### src/hdl/bbc_pkg.sv
package bbc_pkg;

  localparam int NumEntriesDefault = 32;

  typedef enum logic [1:0] {
    REQ_GET     = 2'd0,
    REQ_RELEASE = 2'd1,
    REQ_PIN     = 2'd2,
    REQ_UNPIN   = 2'd3
  } req_code_t;

  typedef enum logic [1:0] {
    ST_OK    = 2'd0,
    ST_NOBUF = 2'd1,
    ST_UNDER = 2'd2
  } status_code_t;

  typedef struct packed {
    logic [1:0]  req_type;
    logic [7:0]  device_id;
    logic [31:0] block_number;
    logic [4:0]  entry_index;
    logic [31:0] current_time;
  } req_t;

  typedef struct packed {
    logic [4:0] result_index;
    logic       was_hit;
    logic       needs_fill;
    logic [1:0] status;
  } rsp_t;

  typedef struct packed {
    logic valid;
    req_t data;
  } queue_out_t;

endpackage

### src/hdl/bbc_front.sv
module bbc_front (
  input  logic              clk,
  input  logic              rst,
  input  bbc_pkg::req_t     req,
  input  logic              req_valid,
  output logic              req_stall,
  output bbc_pkg::queue_out_t q_out,
  input  logic              q_pop
);
  import bbc_pkg::*;

  req_t       slot [2];
  logic       rd_ptr;
  logic       wr_ptr;
  logic [1:0] fill;
  logic       push;
  logic       pop;

  assign req_stall  = (fill == 2'd2);
  assign push       = req_valid && !req_stall;
  assign pop        = q_pop && (fill != 2'd0);
  assign q_out.valid = (fill != 2'd0);
  assign q_out.data  = slot[rd_ptr];

  always_ff @(posedge clk) begin
    if (rst) begin
      rd_ptr <= 1'b0;
      wr_ptr <= 1'b0;
      fill   <= 2'd0;
    end else begin
      if (push) begin
        wr_ptr <= ~wr_ptr;
      end
      if (pop) begin
        rd_ptr <= ~rd_ptr;
      end
      if (push && !pop) begin
        fill <= fill + 2'd1;
      end else if (pop && !push) begin
        fill <= fill - 2'd1;
      end
    end
    if (push) begin
      slot[wr_ptr] <= req;
    end
  end

endmodule

### src/hdl/bbc_back.sv
module bbc_back #(
  parameter int NUM_ENTRIES = bbc_pkg::NumEntriesDefault
) (
  input  logic                clk,
  input  logic                rst,
  input  bbc_pkg::queue_out_t q_in,
  output logic                q_pop,
  output bbc_pkg::rsp_t       rsp,
  output logic                rsp_valid,
  input  logic                rsp_stall
);
  import bbc_pkg::*;

  localparam int IW = (NUM_ENTRIES > 1) ? $clog2(NUM_ENTRIES) : 1;

  typedef enum logic [1:0] {
    S_IDLE,
    S_SCAN,
    S_APPLY
  } state_t;

  state_t       state;
  req_t         cur;
  logic [IW-1:0] cnt;
  logic [IW-1:0] sel;
  logic [IW-1:0] victim;
  logic         found;
  logic         have_free;

  logic [7:0]  tag_device     [NUM_ENTRIES];
  logic [31:0] tag_block      [NUM_ENTRIES];
  logic [7:0]  ref_count      [NUM_ENTRIES];
  logic [31:0] last_use_stamp [NUM_ENTRIES];
  logic [NUM_ENTRIES-1:0] data_valid;

  logic [IW-1:0] idx;
  logic          idx_ok;
  logic          out_free;

  assign q_pop    = (state == S_IDLE) && q_in.valid;
  assign idx      = IW'(cur.entry_index);
  assign idx_ok   = {4'd0, cur.entry_index} < 9'(NUM_ENTRIES);
  assign out_free = !rsp_valid || !rsp_stall;

  always_ff @(posedge clk) begin
    if (rst) begin
      state      <= S_IDLE;
      rsp_valid  <= 1'b0;
      data_valid <= '0;
      for (int i = 0; i < NUM_ENTRIES; i++) begin
        tag_device[i]     <= 8'd0;
        tag_block[i]      <= 32'd0;
        ref_count[i]      <= 8'd0;
        last_use_stamp[i] <= 32'd0;
      end
    end else begin
      if (rsp_valid && !rsp_stall && state != S_APPLY) begin
        rsp_valid <= 1'b0;
      end
      unique case (state)
        S_IDLE: begin
          if (q_in.valid) begin
            cur       <= q_in.data;
            cnt       <= '0;
            found     <= 1'b0;
            have_free <= 1'b0;
            state     <= (q_in.data.req_type == REQ_GET) ? S_SCAN : S_APPLY;
          end
        end
        S_SCAN: begin
          if (!found && tag_device[cnt] == cur.device_id &&
              tag_block[cnt] == cur.block_number) begin
            found <= 1'b1;
            sel   <= cnt;
          end
          if (ref_count[cnt] == 8'd0 &&
              (!have_free || last_use_stamp[cnt] < last_use_stamp[victim])) begin
            have_free <= 1'b1;
            victim    <= cnt;
          end
          if (cnt == IW'(NUM_ENTRIES - 1)) begin
            state <= S_APPLY;
          end else begin
            cnt <= cnt + 1'b1;
          end
        end
        S_APPLY: begin
          if (out_free) begin
            rsp_valid        <= 1'b1;
            rsp.result_index <= cur.entry_index;
            rsp.was_hit      <= 1'b0;
            rsp.needs_fill   <= 1'b0;
            rsp.status       <= ST_OK;
            state            <= S_IDLE;
            if (cur.req_type == REQ_GET) begin
              if (found) begin
                if (ref_count[sel] != 8'hff) begin
                  ref_count[sel] <= ref_count[sel] + 8'd1;
                end
                rsp.was_hit      <= 1'b1;
                rsp.needs_fill   <= !data_valid[sel];
                data_valid[sel]  <= 1'b1;
                rsp.result_index <= 5'(sel);
              end else if (have_free) begin
                tag_device[victim] <= cur.device_id;
                tag_block[victim]  <= cur.block_number;
                ref_count[victim]  <= 8'd1;
                data_valid[victim] <= 1'b1;
                rsp.needs_fill     <= 1'b1;
                rsp.result_index   <= 5'(victim);
              end else begin
                rsp.status       <= ST_NOBUF;
                rsp.result_index <= 5'd0;
              end
            end else if (idx_ok) begin
              if (cur.req_type == REQ_PIN) begin
                if (ref_count[idx] != 8'hff) begin
                  ref_count[idx] <= ref_count[idx] + 8'd1;
                end
              end else if (ref_count[idx] == 8'd0) begin
                rsp.status <= ST_UNDER;
              end else begin
                ref_count[idx] <= ref_count[idx] - 8'd1;
                if (cur.req_type == REQ_RELEASE && ref_count[idx] == 8'd1) begin
                  last_use_stamp[idx] <= cur.current_time;
                end
              end
            end
          end
        end
        default: state <= S_IDLE;
      endcase
    end
  end

endmodule

### src/hdl/block_buffer_cache_lru_core.sv
// buffer cache tag and replacement controller
// req channel: req (req_t), req_valid, req_stall; a transaction is taken
//   when req_valid is high and req_stall is low
// rsp channel: rsp (rsp_t), rsp_valid, rsp_stall; one response per request,
//   in request order
// a two-entry input queue accepts requests while the back end works
// get: the back end walks the entries one per cycle, then updates the
//   chosen entry and issues the response
// release, pin, unpin: no walk; the back end goes straight to the update
// the back end takes one request at a time and pops the next from the
//   queue only once it has issued the current response
// reset: all tags read (0, 0), counts and stamps zero, data invalid,
//   queue empty, no response pending
// when rsp_stall is high the response holds; the back end waits and the
//   queue fills, then req_stall rises
module block_buffer_cache_lru_core #(
  parameter int NUM_ENTRIES = bbc_pkg::NumEntriesDefault
) (
  input  logic          clk,
  input  logic          rst,
  input  bbc_pkg::req_t req,
  input  logic          req_valid,
  output logic          req_stall,
  output bbc_pkg::rsp_t rsp,
  output logic          rsp_valid,
  input  logic          rsp_stall
);
  import bbc_pkg::*;

  queue_out_t q_out;
  logic       q_pop;

  bbc_front u_front (
    .clk       (clk),
    .rst       (rst),
    .req       (req),
    .req_valid (req_valid),
    .req_stall (req_stall),
    .q_out     (q_out),
    .q_pop     (q_pop)
  );

  bbc_back #(
    .NUM_ENTRIES (NUM_ENTRIES)
  ) u_back (
    .clk       (clk),
    .rst       (rst),
    .q_in      (q_out),
    .q_pop     (q_pop),
    .rsp       (rsp),
    .rsp_valid (rsp_valid),
    .rsp_stall (rsp_stall)
  );

endmodule

### config.mk
export PLATFORM = sky130hd
export DESIGN_NAME = block_buffer_cache_lru_core
export DESIGN_NICKNAME = d
export VERILOG_FILES = /design/src/hdl/bbc_pkg.sv /design/src/hdl/bbc_front.sv /design/src/hdl/bbc_back.sv /design/src/hdl/block_buffer_cache_lru_core.sv
export SDC_FILE = /design/constraint.sdc
export NUM_CORES = 2
export LEC_CHECK = 0
export BUFFER_PORTS_ARGS = -buffer_cell sky130_fd_sc_hd__buf_2
export CORE_MARGIN = 2
export CORE_UTILIZATION = 40
export DETAILED_ROUTE_END_ITERATION = 12
export SLEW_MARGIN = 15
export SYNTH_ARGS = -nofsm -noshare
export SYNTH_HDL_FRONTEND = slang
export SYNTH_SLANG_ARGS = --single-unit
### constraint.sdc
create_clock -name clk -period 9.95 [get_ports clk]
set_clock_uncertainty 0.1 [all_clocks]
set_input_delay 2.4875 -clock clk [delete_from_list [all_inputs] [get_ports clk]]
set_output_delay 2.4875 -clock clk [all_outputs]
set_load 0.005 [all_outputs]
Word-level counts from Yosys, hierarchy flattened
Memories as Yosys holds them, arrays and structs flattened. A register that Yosys moved wholly into a read port is not among the register bits.
Index checks and enable logic that the tools add are counted.
{ "word_totals": {"regBits": 144, "ram_bits": 2718, "out_inout_bits": 11, "romBits": 0, "latchBits": 0, "n_memories": 5} }
{ "mem_list": {"columns": ["memory", "depth", "width", "read_ports", "rd_clocked_by_memory_dff", "wr", "line", "rtl"], "rows": [
  ["u_back.last_use_stamp", 32, 32, 2, 2, 32, "bbc_back.sv:33", "logic [31:0] last_use_stamp [NUM_ENTRIES];"],
  ["u_back.tag_block", 32, 32, 1, 1, 32, "bbc_back.sv:31", "logic [31:0] tag_block [NUM_ENTRIES];"],
  ["u_back.ref_count", 32, 8, 3, 3, 32, "bbc_back.sv:32", "logic [7:0] ref_count [NUM_ENTRIES];"],
  ["u_back.tag_device", 32, 8, 1, 1, 32, "bbc_back.sv:30", "logic [7:0] tag_device [NUM_ENTRIES];"],
  ["u_front.slot", 2, 79, 1, 1, 1, "bbc_front.sv:12", "req_t slot [2];"]
]} }
{ "op_classes": {"eq_ne": 18, "addsub": 6, "multipliers": 0, "bitwise_logic": 6, "mux": 104, "n_reduce_logical": 47, "order_cmp": 5, "shifts": 0, "div": 0} }
{ "op_table": {"columns": ["operator", "n"], "rows": [
  ["$mux 32", 4],
  ["$mux 5", 17],
  ["$or 32x32->32", 2],
  ["$reduce_or 32->1", 2],
  ["$mux 1", 60],
  ["$mux 8", 5],
  ["$eq 32x32->1", 1],
  ["$lt 32x32->1", 1],
  ["$reduce_or 8->1", 4],
  ["$mux 2", 10],
  ["$add 8x1->8 const B", 2],
  ["$logic_not 8->1", 2],
  ["$ne 8x8->1 const B", 2],
  ["$reduce_and 4->1", 4],
  ["$reduce_and 3->1", 5],
  ["$logic_and 1x1->1", 13],
  ["$lt 5x6->1 const B", 2],
  ["$demux 1 s5", 2],
  ["$ge 5x1->1 const B", 2],
  ["$ne 2x1->1 const B", 5],
  ["$pmux 5 s2", 1],
  ["$eq 8x1->1 const B", 1],
  ["$eq 8x8->1", 1],
  ["$logic_not 1->1", 8],
  ["17 further kinds", 30]
]} }

Depth between registers and ports, before layout
{ "logic_depth": {"ltp_word": 12, "ltp_mapped": 25, "depth_no_buf": 14} }

Modules after synthesis
From an unflattened synthesis, not the netlist that was laid out.
{ "unflattened": {"hier_cells": 9108, "area_unflattened_um2": 140840.1} }
{ "modules_own_cells": {"columns": ["mod", "seq_area_each_um2", "area_each_um2", "n_inst", "cells_each"], "rows": [
  ["bbc_back", 81127.8, 134884.4, 1, 8837],
  ["bbc_front", 4844.6, 5955.7, 1, 271]
]} }

Worst setup path after synthesis
No wires, ideal clock.
{ "synth_timing": {"path_kind": "input-to-reg", "startpoint": "input port rst", "endpoint": "register with a tool-made name", "setup_ns": 0.076, "t_arrival_ns": 6.796, "path_stages": 3, "slack_ns": 2.978, "required_time_ns": 9.774, "cell_sequence": "clkbuf_1 -> nor2_1 -> mux2_2"} }
{ "synth_lines": {"columns": ["element", "line", "rtl"], "rows": [
  ["from (decl)", "block_buffer_cache_lru_core.sv:20", "input logic rst,"]
]} }

==> qor.yml <==
synth:
  synth.avg_cell_area_sq_um: 15.5
  ys_ff_latch: 2883
  synth_top_cell_by_area: "edfxtp_1"
  synth_top_family_by_area: "multiplexers"
  synth.area.mux_share_pct: 19.5
  synth_nets: 9210
  ys_seq_area_share_pct: 61.2
  syn_inst: 9088
  synth_edf_count: 2823
  post_synth_and_or_nand_nor_area_fraction_pct: 13.7
  yosys.area_share.xor_xnor_pct: 0.331
  synthDistinctLibCells: 85
  synthAdderAreaFrac_pct: 0.347
  yosysWarnings: 0
  yosys_most_used_dff: "edfxtp_1"
  syn-cell-area_sq_um: 140000
  async_flop_share_pct: 0
  synth_area_leaders: "edfxtp_1 60%, mux4_2 16%, and2_1 9.6%"
  synth_compound_area_share_pct: 2.23
  netlist.area_leader.share_pct: 60.4
pwr:
  clock_power_share_pct: 32.4
  power.total_mw: 35.9
  p_switching_mw: 11.7
  pwr_density_cell_nw_per_um2: 231
  swShare_pct: 32.7
  leakagePower_nw: 54.1
  ir_drop_mv: 0.175
  p_comb_share_pct: 27.0
  seqPwrFrac_pct: 40.7
  p_int_mw: 24.2
route:
  first_pass_iters: 7
  wire_per_inst_um: 33.1
  drt_iter0_drc: 11100
  drc_errors: 0
  routed_via_density: 6.08
  wl_um: 454000
  vias: 83400
  ant_nets: 0
place:
  post_dp_cell_area_sq_um: 145000
  gp_congestion: 0.944
  io_buffers: 93
  dp.cells: 13100
  hpwl_um: 287000
die:
  pin_count: 94
  num_rows: 217
  die_y_um: 597
  die-area_sq_um: 356000
  core_sq_um: 349000
  start_util_pct: 40.2
  die_x_um: 597
cts:
  postCtsSetupRepairBufs: 0
  worstSkewPairLatency_ns: 0.97
  cts_tree: "done"
  numCtsBuffers: 318
  holdBufCountCts: 0
  clock-sinks: 2883
  cts_root_buf: "clkbuf_16"
  htreeDepth: 5
  clk_pin_slew_ns: 0.06
  clockBufferDepth: 4
  cts_resized: 0
layout:
  drive_above_1_share_pct: 23.4
  area_growth_pct: 10.8
  final_core_util_pct: 44.5
  finalNonFillerCells: 13700
  finalNetCount: 8981
  fin_area_sq_um: 156000
critical_path:
  crit_type: "reg2reg"
  cp_cell_sequence: "buf_4 > buf_12 > mux4_2 > mux2i_1 > o22a_1 > o211ai_1 > xor2_1 > nor4_1 > nand4_1 > nor4_1 > buf_4 > and2_1 > mux2_2"
  slowest_stage: "nor4_1"
  slowest_delay_ns: 0.92
  path_max_fanout: 91
  cp-end-kind: "flop"
  crit_buf_inv: 3
  cp.required_ns: 10.64
  path_delay_family: "simple AND/OR/NAND/NOR gates"
  critPathArrivalTime_ns: 7.75
  worst_setup_path_start_kind: "flop"
sta:
  rsz0062_at_grt: "false"
  setup_violations: 0
  post-route-period-util_pct: 71.0
  hold_viol_final: 0
  drv_slew: 0
  fmax_ghz: 0.142
  slew_headroom_pct: 13.4
  worst_slew_pin_slew_ns: 1.30
  fin_crit_ns: 7.07
  finalSetupTns_ns: 0
status:
  status: "complete, no violations"
global_routing:
  grt_overflow: 0
  grt_max_degree: 110
  grt_pass1_wl_um: 640000
  grt.total_usage_pct: 25.2
  antenna_found_initial: 42
  grt_pass1_vias: 82800
job:
  drv_cap: 0
hold_path:
  hold_class: "reg2reg"
==> power groups by stage <==
| stage | registers, mW | logic, mW | clock network [mW] |
|---|---|---|---|
| global route | 14.7 | 9.95 | 12.2 |
| detailed placement | 14.9 | 9.51 | 0 |
| floorplan | 14.4 | 6.07 | 0 |
| global placement | 14.8 | 9.48 | 0 |
| finish | 14.6 | 9.68 | 11.6 |
| CTS | 14.6 | 9.55 | 11.7 |
==> synth_stat cells (all sizes together) (39+ instances only) <==
cell type / count
dfxtp: 60
ha: 39
nand2b: 56
or2: 69
nor2: 434
nand2: 136
buf: 238
edfxtp: 2823
o22ai: 67
and2: 2160
a22oi: 110
nand3: 78
a21oi: 110
mux2: 162
nor4: 72
mux4: 1009
mux2i: 284
nor3: 192
clkbuf: 619
==> final cells by class <==
cell class                 instances  area [sq um]
multi-input combinational       5323         51300
antenna                           10          25.0
fill                           30100        194000
clock inverter                   181          1610
inverter                          25          98.8
sequential                      2883         86000
tap                             4599          5750
clock buffer                     387          8410
timing repair buffer             308          2400
==> state kept, by name, summed over array words and instances, names as in the netlist, 5 cells and up, named ones only <==
signal / count
u_back.rsp: 9
u_back.tag_device: 256
u_back.sel: 5
u_back.victim: 5
u_back.last_use_stamp: 1024
u_back.idx: 5
u_back.ref_count: 256
u_back.cnt: 5
u_back.cur: 74
u_front.slot: 158
u_back.tag_block: 1024
u_back.data_valid: 32
==> cells in the final DEF (no fill, tap or decap), types with 20 or more instances in the layout <==
cell	count
edfxtp_1	2823
and2_1	2160
mux4_2	1009
nor2_1	365
clkbuf_16	327
mux2i_1	282
buf_4	192
nor3_1	189
mux2_2	162
nand2_1	130
a22oi_1	110
a21oi_1	101
buf_2	92
clkinv_1	73
nor4_1	70
o22ai_1	67
nor2_4	67
clkinv_2	63
nand3_1	62
clkbuf_1	59
or2_2	56
nand2b_1	55
dfxtp_1	45
ha_1	39
xor2_1	32
o21ai_0	28
nor2b_1	26
bufinv_16	24
xnor2_1	21
nand4_1	20
buf_12	20
==> tightest hold or removal path: cells and delay by family (launching register included) <==
family / cells / cell delay, ns
AOI/OAI and AO/OA: 1 / 0.04
DFF: 1 / 0.32
and+or+nand+nor: 1 / 0.07
==> worst paths after layout <==
| kind | cells after the start | slack [ns] | startpoint | endpoint |
|---|---|---|---|---|
| max | 13 | 2.88 | flop | flop |
| min reg2reg | 2 | 0.36 | u_back.data_valid[27] | u_back.data_valid[27] |
| min | 2 | 0.36 | u_back.data_valid[27] | u_back.data_valid[27] |
| max reg2reg | 13 | 2.88 | flop | flop |
==> logic make-up (layout without fill, tap and decap cells) <==
| group | count (synthesis) | count (layout) |
|---|---|---|
| flip-flops | 2883 | 2883 |
| buffers and inverters | 882 | 901 |
| multiplexers | 1455 | 1455 |
| adder cells (fa/ha/maj) | 39 | 39 |
| other | 0 | 10 |
| XOR/XNOR | 53 | 53 |
| AO/OA/AOI/OAI | 455 | 455 |
| AND/OR/NAND/NOR | 3321 | 3321 |
==> metrics by stage <==
stage / setup slack [ns] / hold WS (ns)
floorplan: 2.98 / 0.331
global route: 2.77 / 0.387
detailed placement: 2.00 / 0.354
finish: 2.88 / 0.364
global placement: 2.00 / 0.342
CTS: 2.98 / 0.367
==> per-layer routing <==
layer,vias up,share of wire [%],track usage (%)
met5,-,0.020,0
met4,12,4.9,10.7
met3,810,8.9,4.26
met2,4505,47,39.8
met1,43900,40,34.5
li1,34200,-,-
No activity file was read; power rests on OpenSTA's default activity.
